## src/sv/sspc_pkg.sv

```systemverilog
// Shared constants, codes and types for the servo slew position controller.
package sspc_pkg;

    localparam int ANGLE_W   = 8;
    localparam int PULSE_W   = 12;
    localparam int TIME_W    = 32;
    localparam int ELAPSED_W = 16;
    localparam int MODE_W    = 2;
    localparam int CFG_IDX_W = 3;
    localparam int CFG_DATA_W = 32;

    localparam int DIV_DVD_W = 32;
    localparam int DIV_DSR_W = 8;
    localparam int DIV_CNT_W = $clog2(DIV_DVD_W);

    // x/180 = (x>>2)/45; ceil(2^24/45) is exact for x>>2 below 2^18
    localparam int SCALE_IN_W  = 18;
    localparam int RECIP_W     = 19;
    localparam int RECIP_SHIFT = 24;
    localparam int SCALE_Q_W   = 13;
    localparam logic [RECIP_W-1:0] SPAN_RECIP = 19'd372828;

    localparam logic [MODE_W-1:0] MODE_JUMP = 2'd0;
    localparam logic [MODE_W-1:0] MODE_TIME = 2'd1;
    localparam logic [MODE_W-1:0] MODE_RATE = 2'd2;

    localparam logic FUNC_TICK = 1'b0;
    localparam logic FUNC_SET  = 1'b1;

    localparam logic [CFG_IDX_W-1:0] CFG_MOVE_MODE   = 3'd0;
    localparam logic [CFG_IDX_W-1:0] CFG_ANGLE_LOW   = 3'd1;
    localparam logic [CFG_IDX_W-1:0] CFG_ANGLE_HIGH  = 3'd2;
    localparam logic [CFG_IDX_W-1:0] CFG_PULSE_LOW   = 3'd3;
    localparam logic [CFG_IDX_W-1:0] CFG_PULSE_HIGH  = 3'd4;
    localparam logic [CFG_IDX_W-1:0] CFG_TOTAL_TIME  = 3'd5;
    localparam logic [CFG_IDX_W-1:0] CFG_STEP_TIME   = 3'd6;
    localparam logic [CFG_IDX_W-1:0] CFG_SETTLE_TIME = 3'd7;

    localparam logic signed [ANGLE_W-1:0] ANGLE_MIN = -8'sd90;
    localparam logic signed [ANGLE_W-1:0] ANGLE_MAX = 8'sd90;
    localparam logic signed [ANGLE_W:0]   ANGLE_OFFSET = 9'sd90;
    localparam logic [PULSE_W-1:0]        PULSE_LOW_RST  = 12'd150;
    localparam logic [PULSE_W-1:0]        PULSE_HIGH_RST = 12'd600;
    localparam logic [TIME_W-1:0]         TOTAL_TIME_RST  = 32'd1000;
    localparam logic [TIME_W-1:0]         STEP_TIME_RST   = 32'd20;
    localparam logic [TIME_W-1:0]         SETTLE_TIME_RST = 32'd500;

    typedef struct packed {
        logic busy;
        logic done;
    } div_stat_t;

endpackage

```

## src/sv/sspc_div.sv

```systemverilog
// Radix-2 restoring divider, 32-bit dividend by 8-bit divisor, one bit per cycle.
module sspc_div (
    input  logic                            aclk,
    input  logic                            aresetn,
    input  logic                            start,
    input  logic [sspc_pkg::DIV_DVD_W-1:0]  dividend,
    input  logic [sspc_pkg::DIV_DSR_W-1:0]  divisor,
    output sspc_pkg::div_stat_t             stat,
    output logic [sspc_pkg::DIV_DVD_W-1:0]  quotient
);
    import sspc_pkg::*;

    logic                 busy_reg, busy_next;
    logic                 done_reg, done_next;
    logic [DIV_CNT_W-1:0] cnt_reg, cnt_next;
    logic [DIV_DVD_W-1:0] work_reg, work_next;
    logic [DIV_DSR_W-1:0] rem_reg, rem_next;
    logic [DIV_DSR_W-1:0] dsr_reg, dsr_next;
    logic [DIV_DSR_W:0]   trial;
    logic [DIV_DSR_W:0]   diff;
    logic                 ge;

    assign trial = {rem_reg, work_reg[DIV_DVD_W-1]};
    assign ge    = trial >= {1'b0, dsr_reg};
    assign diff  = trial - {1'b0, dsr_reg};

    always_comb begin
        busy_next = busy_reg;
        done_next = 1'b0;
        cnt_next  = cnt_reg;
        work_next = work_reg;
        rem_next  = rem_reg;
        dsr_next  = dsr_reg;
        if (start) begin
            busy_next = 1'b1;
            cnt_next  = DIV_CNT_W'(DIV_DVD_W - 1);
            work_next = dividend;
            rem_next  = '0;
            dsr_next  = divisor;
        end else if (busy_reg) begin
            rem_next  = ge ? diff[DIV_DSR_W-1:0] : trial[DIV_DSR_W-1:0];
            work_next = {work_reg[DIV_DVD_W-2:0], ge};
            cnt_next  = cnt_reg - 1'b1;
            if (cnt_reg == '0) begin
                busy_next = 1'b0;
                done_next = 1'b1;
            end
        end
    end

    always_ff @(posedge aclk) begin
        if (!aresetn) begin
            busy_reg <= 1'b0;
            done_reg <= 1'b0;
        end else begin
            busy_reg <= busy_next;
            done_reg <= done_next;
        end
        cnt_reg  <= cnt_next;
        work_reg <= work_next;
        rem_reg  <= rem_next;
        dsr_reg  <= dsr_next;
    end

    assign stat.busy = busy_reg;
    assign stat.done = done_reg;
    assign quotient  = work_reg;

endmodule

```

## src/sv/servo_slew_position_controller_unit.sv

```systemverilog
// Servo slew position controller: tick and set-position beats in, one status beat out per item.
//
// One input beat is taken at a time; s_ready is high only while the sequencer is idle.
// A beat that writes no pulse value passes the idle, execute and done steps before its
// status beat is loaded into the output register. A beat that writes a pulse value adds
// the steps for the angle-by-span product, the scaling by 1/180 through a reciprocal
// multiply, and the offset with saturation. A set-position beat in constant-time mode
// runs the bit-serial divider for the move time over the distance and then takes the
// quotient, which is the worst item.
// A status beat that is not taken holds the done step until m_ready; a finished beat
// waits in the output register while the next input beat is accepted.
module servo_slew_position_controller_unit (
    input  logic                                  aclk,
    input  logic                                  aresetn,
    input  logic                                  s_valid,
    output logic                                  s_ready,
    input  logic                                  s_func,
    input  logic [sspc_pkg::ELAPSED_W-1:0]        s_elapsed_time,
    input  logic signed [sspc_pkg::ANGLE_W-1:0]   s_target_angle_in,
    output logic                                  m_valid,
    input  logic                                  m_ready,
    output logic                                  m_pulse_write,
    output logic [sspc_pkg::PULSE_W-1:0]          m_pulse_value,
    output logic signed [sspc_pkg::ANGLE_W-1:0]   m_current_position,
    output logic                                  m_moving_flag,
    output logic                                  m_move_started,
    output logic                                  m_move_stopped,
    input  logic                                  cfg_valid,
    output logic                                  cfg_ready,
    input  logic [sspc_pkg::CFG_IDX_W-1:0]        cfg_index,
    input  logic [sspc_pkg::CFG_DATA_W-1:0]       cfg_data
);
    import sspc_pkg::*;

    localparam logic [2:0] S_IDLE  = 3'd0;
    localparam logic [2:0] S_EXEC  = 3'd1;
    localparam logic [2:0] S_DIVT  = 3'd2;
    localparam logic [2:0] S_MUL   = 3'd3;
    localparam logic [2:0] S_SCALE = 3'd4;
    localparam logic [2:0] S_MAP   = 3'd5;
    localparam logic [2:0] S_DONE  = 3'd6;

    // configuration
    logic [MODE_W-1:0]         mode_reg;
    logic signed [ANGLE_W-1:0] ang_lo_reg;
    logic signed [ANGLE_W-1:0] ang_hi_reg;
    logic [PULSE_W-1:0]        pls_lo_reg;
    logic [PULSE_W-1:0]        pls_hi_reg;
    logic [TIME_W-1:0]         total_reg;
    logic [TIME_W-1:0]         step_time_reg;
    logic [TIME_W-1:0]         settle_reg;

    // controller state
    logic [2:0]                state_reg;
    logic signed [ANGLE_W-1:0] present_reg;
    logic signed [ANGLE_W-1:0] goal_reg;
    logic                      motion_reg;
    logic [TIME_W-1:0]         acc_reg;
    logic [TIME_W-1:0]         interval_reg;

    // item latch and per-item flags
    logic                      func_reg;
    logic [ELAPSED_W-1:0]      elapsed_reg;
    logic signed [ANGLE_W-1:0] target_reg;
    logic                      wr_reg;
    logic                      started_reg;
    logic                      stopped_reg;
    logic [PULSE_W-1:0]        pv_reg;
    logic signed [21:0]        prod_reg;
    logic [SCALE_Q_W-1:0]      quo_reg;

    // output register
    logic                      m_valid_reg;
    logic                      o_wr_reg;
    logic [PULSE_W-1:0]        o_pv_reg;
    logic signed [ANGLE_W-1:0] o_pos_reg;
    logic                      o_motion_reg;
    logic                      o_started_reg;
    logic                      o_stopped_reg;

    // execute-step next values
    logic signed [ANGLE_W-1:0] ex_present;
    logic signed [ANGLE_W-1:0] ex_goal;
    logic                      ex_motion;
    logic [TIME_W-1:0]         ex_acc;
    logic [TIME_W-1:0]         ex_interval;
    logic                      ex_started;
    logic                      ex_stopped;
    logic                      ex_pulse;
    logic                      ex_div;

    logic [TIME_W:0]           acc_sum;
    logic [TIME_W-1:0]         acc_sat;
    logic signed [ANGLE_W:0]   dist_s;
    logic [ANGLE_W-1:0]        dist_abs;
    logic signed [ANGLE_W-1:0] step_ang;

    logic signed [ANGLE_W-1:0] clamp_lo;
    logic signed [ANGLE_W-1:0] clamp_ang;
    logic signed [ANGLE_W:0]   ang_off;
    logic signed [PULSE_W:0]   pls_span;
    logic signed [21:0]        prod;
    logic [21:0]               prod_abs;
    logic [SCALE_IN_W-1:0]     scale_in;
    logic [SCALE_IN_W+RECIP_W-1:0] scaled;
    logic signed [15:0]        q16;
    logic signed [15:0]        lo16;
    logic signed [15:0]        pls_sum;
    logic [PULSE_W-1:0]        pls_sat;

    logic                      div_start;
    div_stat_t                 div_stat;
    logic [DIV_DVD_W-1:0]      div_quo;
    logic                      out_load;

    assign s_ready   = (state_reg == S_IDLE);
    assign cfg_ready = 1'b1;
    assign out_load  = (state_reg == S_DONE) && (!m_valid_reg || m_ready);

    always_ff @(posedge aclk) begin
        if (!aresetn) begin
            mode_reg      <= MODE_JUMP;
            ang_lo_reg    <= ANGLE_MIN;
            ang_hi_reg    <= ANGLE_MAX;
            pls_lo_reg    <= PULSE_LOW_RST;
            pls_hi_reg    <= PULSE_HIGH_RST;
            total_reg     <= TOTAL_TIME_RST;
            step_time_reg <= STEP_TIME_RST;
            settle_reg    <= SETTLE_TIME_RST;
        end else if (cfg_valid) begin
            unique case (cfg_index)
                CFG_MOVE_MODE:   mode_reg      <= cfg_data[MODE_W-1:0];
                CFG_ANGLE_LOW:   ang_lo_reg    <= cfg_data[ANGLE_W-1:0];
                CFG_ANGLE_HIGH:  ang_hi_reg    <= cfg_data[ANGLE_W-1:0];
                CFG_PULSE_LOW:   pls_lo_reg    <= cfg_data[PULSE_W-1:0];
                CFG_PULSE_HIGH:  pls_hi_reg    <= cfg_data[PULSE_W-1:0];
                CFG_TOTAL_TIME:  total_reg     <= cfg_data[TIME_W-1:0];
                CFG_STEP_TIME:   step_time_reg <= cfg_data[TIME_W-1:0];
                CFG_SETTLE_TIME: settle_reg    <= cfg_data[TIME_W-1:0];
                default: ;
            endcase
        end
    end

    // tick and set-position decisions
    assign acc_sum  = {1'b0, acc_reg} + {{(TIME_W + 1 - ELAPSED_W){1'b0}}, elapsed_reg};
    assign acc_sat  = acc_sum[TIME_W] ? '1 : acc_sum[TIME_W-1:0];
    assign dist_s   = target_reg - present_reg;
    assign dist_abs = dist_s[ANGLE_W] ? ANGLE_W'(-dist_s) : dist_s[ANGLE_W-1:0];
    assign step_ang = (present_reg < goal_reg) ? present_reg + 8'sd1 : present_reg - 8'sd1;

    always_comb begin
        ex_present  = present_reg;
        ex_goal     = goal_reg;
        ex_motion   = motion_reg;
        ex_acc      = acc_reg;
        ex_interval = interval_reg;
        ex_started  = 1'b0;
        ex_stopped  = 1'b0;
        ex_pulse    = 1'b0;
        ex_div      = 1'b0;
        if (func_reg == FUNC_SET) begin
            if (mode_reg == MODE_JUMP) begin
                ex_present = target_reg;
                ex_motion  = 1'b1;
                ex_acc     = '0;
                ex_started = 1'b1;
                ex_pulse   = 1'b1;
            end else if (mode_reg == MODE_TIME || mode_reg == MODE_RATE) begin
                ex_goal    = target_reg;
                ex_started = 1'b1;
                if (target_reg == present_reg) begin
                    ex_motion  = 1'b0;
                    ex_stopped = 1'b1;
                end else begin
                    ex_motion = 1'b1;
                    ex_acc    = '0;
                    if (mode_reg == MODE_TIME) begin
                        ex_div = 1'b1;
                    end else begin
                        ex_interval = step_time_reg;
                    end
                end
            end
        end else if (motion_reg) begin
            if (mode_reg == MODE_JUMP) begin
                ex_acc = acc_sat;
                if (acc_sat >= settle_reg) begin
                    ex_motion  = 1'b0;
                    ex_stopped = 1'b1;
                end
            end else if (mode_reg == MODE_TIME || mode_reg == MODE_RATE) begin
                ex_acc = acc_sat;
                if (acc_sat >= interval_reg) begin
                    ex_acc = '0;
                    if (present_reg != goal_reg) begin
                        ex_present = step_ang;
                        ex_pulse   = 1'b1;
                    end
                end
                if (ex_present == goal_reg) begin
                    ex_motion  = 1'b0;
                    ex_stopped = 1'b1;
                end
            end
        end
    end

    // angle to pulse mapping
    assign clamp_lo  = (present_reg < ang_lo_reg) ? ang_lo_reg : present_reg;
    assign clamp_ang = (clamp_lo > ang_hi_reg) ? ang_hi_reg : clamp_lo;
    assign ang_off   = {clamp_ang[ANGLE_W-1], clamp_ang} + ANGLE_OFFSET;
    assign pls_span  = $signed({1'b0, pls_hi_reg}) - $signed({1'b0, pls_lo_reg});
    assign prod      = ang_off * pls_span;
    assign prod_abs  = prod_reg[21] ? 22'(-prod_reg) : prod_reg;
    assign scale_in  = prod_abs[SCALE_IN_W+1:2];
    assign scaled    = scale_in * SPAN_RECIP;
    assign q16       = $signed({{(16 - SCALE_Q_W){1'b0}}, quo_reg});
    assign lo16      = $signed({4'b0000, pls_lo_reg});
    assign pls_sum   = prod_reg[21] ? lo16 - q16 : lo16 + q16;
    assign pls_sat   = pls_sum[15] ? '0 : (pls_sum > 16'sd4095 ? '1 : pls_sum[PULSE_W-1:0]);

    // move time over distance
    assign div_start = (state_reg == S_EXEC) && ex_div;

    sspc_div u_div (
        .aclk     (aclk),
        .aresetn  (aresetn),
        .start    (div_start),
        .dividend (total_reg),
        .divisor  (dist_abs),
        .stat     (div_stat),
        .quotient (div_quo)
    );

    always_ff @(posedge aclk) begin
        if (!aresetn) begin
            state_reg    <= S_IDLE;
            present_reg  <= '0;
            goal_reg     <= '0;
            motion_reg   <= 1'b0;
            acc_reg      <= '0;
            interval_reg <= '0;
        end else begin
            unique case (state_reg)
                S_IDLE: begin
                    if (s_valid) begin
                        state_reg <= S_EXEC;
                    end
                end
                S_EXEC: begin
                    present_reg  <= ex_present;
                    goal_reg     <= ex_goal;
                    motion_reg   <= ex_motion;
                    acc_reg      <= ex_acc;
                    interval_reg <= ex_interval;
                    if (ex_div) begin
                        state_reg <= S_DIVT;
                    end else if (ex_pulse) begin
                        state_reg <= S_MUL;
                    end else begin
                        state_reg <= S_DONE;
                    end
                end
                S_DIVT: begin
                    if (div_stat.done) begin
                        interval_reg <= div_quo;
                        state_reg    <= S_DONE;
                    end
                end
                S_MUL:   state_reg <= S_SCALE;
                S_SCALE: state_reg <= S_MAP;
                S_MAP:   state_reg <= S_DONE;
                S_DONE: begin
                    if (out_load) begin
                        state_reg <= S_IDLE;
                    end
                end
                default: state_reg <= S_IDLE;
            endcase
        end
    end

    always_ff @(posedge aclk) begin
        if (s_valid && s_ready) begin
            func_reg    <= s_func;
            elapsed_reg <= s_elapsed_time;
            target_reg  <= s_target_angle_in;
        end
        if (state_reg == S_EXEC) begin
            wr_reg      <= ex_pulse;
            started_reg <= ex_started;
            stopped_reg <= ex_stopped;
            pv_reg      <= '0;
        end
        if (state_reg == S_MUL) begin
            prod_reg <= prod;
        end
        if (state_reg == S_SCALE) begin
            quo_reg <= scaled[RECIP_SHIFT +: SCALE_Q_W];
        end
        if (state_reg == S_MAP) begin
            pv_reg <= pls_sat;
        end
    end

    always_ff @(posedge aclk) begin
        if (!aresetn) begin
            m_valid_reg <= 1'b0;
        end else if (out_load) begin
            m_valid_reg <= 1'b1;
        end else if (m_ready) begin
            m_valid_reg <= 1'b0;
        end
        if (out_load) begin
            o_wr_reg      <= wr_reg;
            o_pv_reg      <= pv_reg;
            o_pos_reg     <= present_reg;
            o_motion_reg  <= motion_reg;
            o_started_reg <= started_reg;
            o_stopped_reg <= stopped_reg;
        end
    end

    assign m_valid            = m_valid_reg;
    assign m_pulse_write      = o_wr_reg;
    assign m_pulse_value      = o_pv_reg;
    assign m_current_position = o_pos_reg;
    assign m_moving_flag      = o_motion_reg;
    assign m_move_started     = o_started_reg;
    assign m_move_stopped     = o_stopped_reg;

    assert property (@(posedge aclk) disable iff (!aresetn) div_stat.busy |-> !s_ready)
        else $error("input accepted while divider busy");

    assert property (@(posedge aclk) disable iff (!aresetn)
        div_stat.done |-> (state_reg == S_DIVT))
        else $error("divider finished outside the interval divide");

    assert property (@(posedge aclk) disable iff (!aresetn)
        m_valid && !m_pulse_write |-> m_pulse_value == '0)
        else $error("pulse value without pulse write");

    assert property (@(posedge aclk) disable iff (!aresetn)
        m_valid && m_move_stopped |-> !m_moving_flag)
        else $error("stopped beat still flags motion");

endmodule
```

## config.mk

```make
export PLATFORM = sky130hd
export DESIGN_NAME = servo_slew_position_controller_unit
export DESIGN_NICKNAME = d
export VERILOG_FILES = /design/src/sv/sspc_pkg.sv /design/src/sv/sspc_div.sv /design/src/sv/servo_slew_position_controller_unit.sv
export SDC_FILE = /design/constraint.sdc
export NUM_CORES = 2
export LEC_CHECK = 0
export BUFFER_PORTS_ARGS = -buffer_cell sky130_fd_sc_hd__buf_4
export CAP_MARGIN = 20
export CORE_MARGIN = 8
export CORE_UTILIZATION = 29
export CTS_BUF_LIST = sky130_fd_sc_hd__clkbuf_2 sky130_fd_sc_hd__clkbuf_4 sky130_fd_sc_hd__clkbuf_8
export CTS_CLUSTER_SIZE = 25
export DETAILED_ROUTE_END_ITERATION = 16
export MAX_ROUTING_LAYER = met4
export SKIP_LAST_GASP = 1
export SYNTH_ARGS = -nofsm -noshare
export SYNTH_HDL_FRONTEND = slang
export SYNTH_SLANG_ARGS = --single-unit
```

## constraint.sdc

```tcl
create_clock -name aclk -period 12.55 [get_ports aclk]
set_input_delay 2.51 -clock aclk [delete_from_list [all_inputs] [get_ports aclk]]
set_output_delay 2.51 -clock aclk [all_outputs]
set_load 0.01 [all_outputs]
```

==> results.md <==
* Vias in the first global route at 21900
* CTS Buffer Depth at 3
* Root buffer cell: clkbuf_8
* Ys flop type: dfxtp_1
* Vias per std cell at 4.76
* Antenna-violating nets left at 0
* Fmax at 91.3 MHz
* Final setup TNS at 0 ns
* R2r worst-path depth at 41
* CP max stage delay at 0.55 ns
* Die Wd at 333 um
* WS Path Type: reg2reg
* Reg2Reg Setup Slack at 1.60 ns
* Setup Viol. Count Final at 0
* Die ar. at 111000 sq um
* Reg2Reg Capture Point: prod_reg[21]
* Synth warn at 0
* CTS clk-pin slew, worst paths at 0.06 ns
* Final hold vios at 0
* Hold Path Origin: pv_reg[0]
* DR pass1 iterations at 7
* CP max stage cell: fa_1
* Vias at 22200
* Hold_buf cts at 0
* Initial antenna violation count at 5
* Design area at approximately 33000 sq um
* Max Slew Vio Count at 0
* Slew Limit Headroom at 30.6%
* # fillers at approximately 10000
* Max-Cap Viols at 0
* Arr. time, crit path at 11.35 ns
* Post-synth ARST share at 0%
* NumNets Final at 3917
* Reg2Reg Launch Point: present_reg[7]
* Share of cells above drive strength 1 at 8.73%
* Ports at 92
* Tmin final at 10.95 ns
* Synthesized cell area at 29100 sq um
* CTS tree: yes
* CP Launch Type: register
* RSZ-0062 raised after global routing: no
* Post-synth EDFFs at ~140
* Least-Margin Pin Slew at 1.04 ns
* Worst EP required at approximately 13 ns
* Hold Path Depth at 0
* Tot GR Track Use at 13.5%
* Critical Path Start: present_reg[7]
* Crit path to: prod_reg[21]
* Site row count at 116
* Run status: finished clean
* Number of synthesized register bits at 376
* Min-Delay Path Class: reg2reg
* Total Wirelength at 74300 um
* Mapped Nets at 3830
* # port buffers at 90
* CTS buffer count at between 70 and 80
* DR iter-0 viols at roughly 1200
* Number of clock sinks at 376
* DRC Markers at 0
* Post-CTS Setup Bufs at 0
* GPL Wtd Cong at 0.877
* Chip height at 333 um
* Endpoint class of the critical path: register
* Post-cts sizing count at 0
* Placed Area at 31200 sq um
* WL/cell at 15.9 um
* Post-DP HPWL at about 57000 um
* CP Max Fanout at 17
* Cells after Synth at 3220
* Initial Utilization at between 20% and 30%
* Syn_area_per_cell at 9.02 sq um
* Largest net degree at the start of global routing at 76
* Global-route wire length before repair at 119000 um
* Overflow after GRT at 0
* Area grow syn2layout at 13.3%
* Post-synth cell types at 76
* Clk_skew at 0.0586 ns
* Core region area at approximately 100000 sq um
* Clk Latency, worst-skew pair at roughly 0.7 ns
* Final worst-path cycle share at 87.2%
* Sequential fraction of the synthesis area at a little under a third
* H-Tree Depth at 3
-- metal layers --
| layer | part of all wire [%] | routed length, um | vias up | global-route usage, % |
|---|---|---|---|---|
| li1 | - | - | 11000 | - |
| met1 | 48 | 35600 | 10600 | 18.3 |
| met2 | 44 | 32900 | 474 | 20.8 |
| met3 | 5.3 | 3920 | 109 | 2.40 |
| met4 | 2.5 | 1860 | 0 | 3.73 |
| met5 | 0 | 0 | - | - |
-- critical path: cells and delay by family, from the launching register on --
family          cells  cell delay, ns
buf+inv             8            0.97
simple gates        5            1.53
compound gates     16            3.26
flops               1            0.40
fa+ha+maj           9            3.85
mux                 1            0.49
xor+xnor            2            0.18
-- cells in the final DEF, fill, tap and decap left out, types with 27 or more instances in the layout --
cell / netlist / layout
nand2_1: 512 / 512
inv_1: 416 / 416
ha_1: 344 / 344
dfxtp_1: 238 / 238
a21oi_1: 229 / 229
nor2_1: 211 / 206
fa_1: 201 / 201
edfxtp_1: 138 / 138
buf_4: 1 / 118
o21ai_0: 116 / 116
xnor2_1: 105 / 105
clkbuf_8: 0 / 79
mux2i_1: 55 / 55
nand3_1: 47 / 44
a211oi_1: 41 / 41
xor2_1: 40 / 40
a21o_1: 34 / 34
nor2b_1: 31 / 31
nor3_1: 30 / 30
clkbuf_4: 0 / 29
o211ai_1: 27 / 27
-- synth_stat cells (20+ instances only) --
| master | count | share of area, % |
|---|---|---|
| ha_1 | 344 | 15 |
| o21ai_0 | 116 | 2.0 |
| mux2i_1 | 55 | 1.9 |
| nand3_1 | 47 | 0.81 |
| nor2b_1 | 31 | 0.67 |
| dfxtp_1 | 238 | 16 |
| xnor2_1 | 105 | 3.2 |
| a21o_1 | 34 | 0.88 |
| nand2_1 | 512 | 6.6 |
| nand4_1 | 20 | 0.43 |
| nor2_1 | 211 | 2.7 |
| nor3_1 | 30 | 0.52 |
| a21oi_1 | 229 | 3.9 |
| nand2b_1 | 24 | 0.52 |
| xor2_1 | 40 | 1.2 |
| fa_1 | 201 | 14 |
| clkbuf_1 | 91 | 1.2 |
| edfxtp_1 | 138 | 14 |
| a211oi_1 | 41 | 1.1 |
| o211ai_1 | 27 | 0.70 |
| inv_1 | 416 | 5.4 |
-- kinds of logic after synthesis --
kind of cell,Yosys count,share of synthesized area (%)
buffers and inverters,526,6.83
adders and majority gates,545,28.7
and+or+nand+nor,966,14.5
AOI/OAI and AO/OA,601,12.8
xor gates and xnor gates,146,4.43
muxes,59,2.05
DFF,376,30.7
other,1,0.0129
-- worst min path at each step --
stage | to | slack (ns)
after CTS | m_pulse_value[11] | 0.42
final | m_pulse_value[0] | 0.42
after floorplan | m_move_started | 0.40
after global routing | m_pulse_value[11] | 0.43
after detailed placement | m_pulse_value[11] | 0.41
after global placement | m_pulse_value[11] | 0.41
-- area by class of cell --
cell class                      count  area, sq um  area share (%)
Antenna cell                        6         15.0          0.0456
Clock buffer                      108         1310            3.97
Clock inverter                     26          335            1.02
Inverter                          419         1580            4.79
Multi-Input combinational cell   2318        18200            55.4
Sequential cell                   376         8910            27.1
Tap cell                         1298         1620            4.94
Timing Repair Buffer              120          928            2.82
-- metrics by stage --
stage	util (%)	hold WS [ns]	worst slack (ns)	std cells
2_1_floorplan	-	0.400	2.19	3220
5_1_grt	33.0	0.429	0.748	4670
6_report	33.0	0.420	1.60	4671
3_5_place_dp	31.3	0.405	1.59	4528
3_3_place_gp	31.3	0.405	1.65	4528
4_1_cts	32.9	0.421	1.56	4662
Power is not shown: default switching activity piles up to over one toggle a cycle in this logic, so the estimate is an artifact.
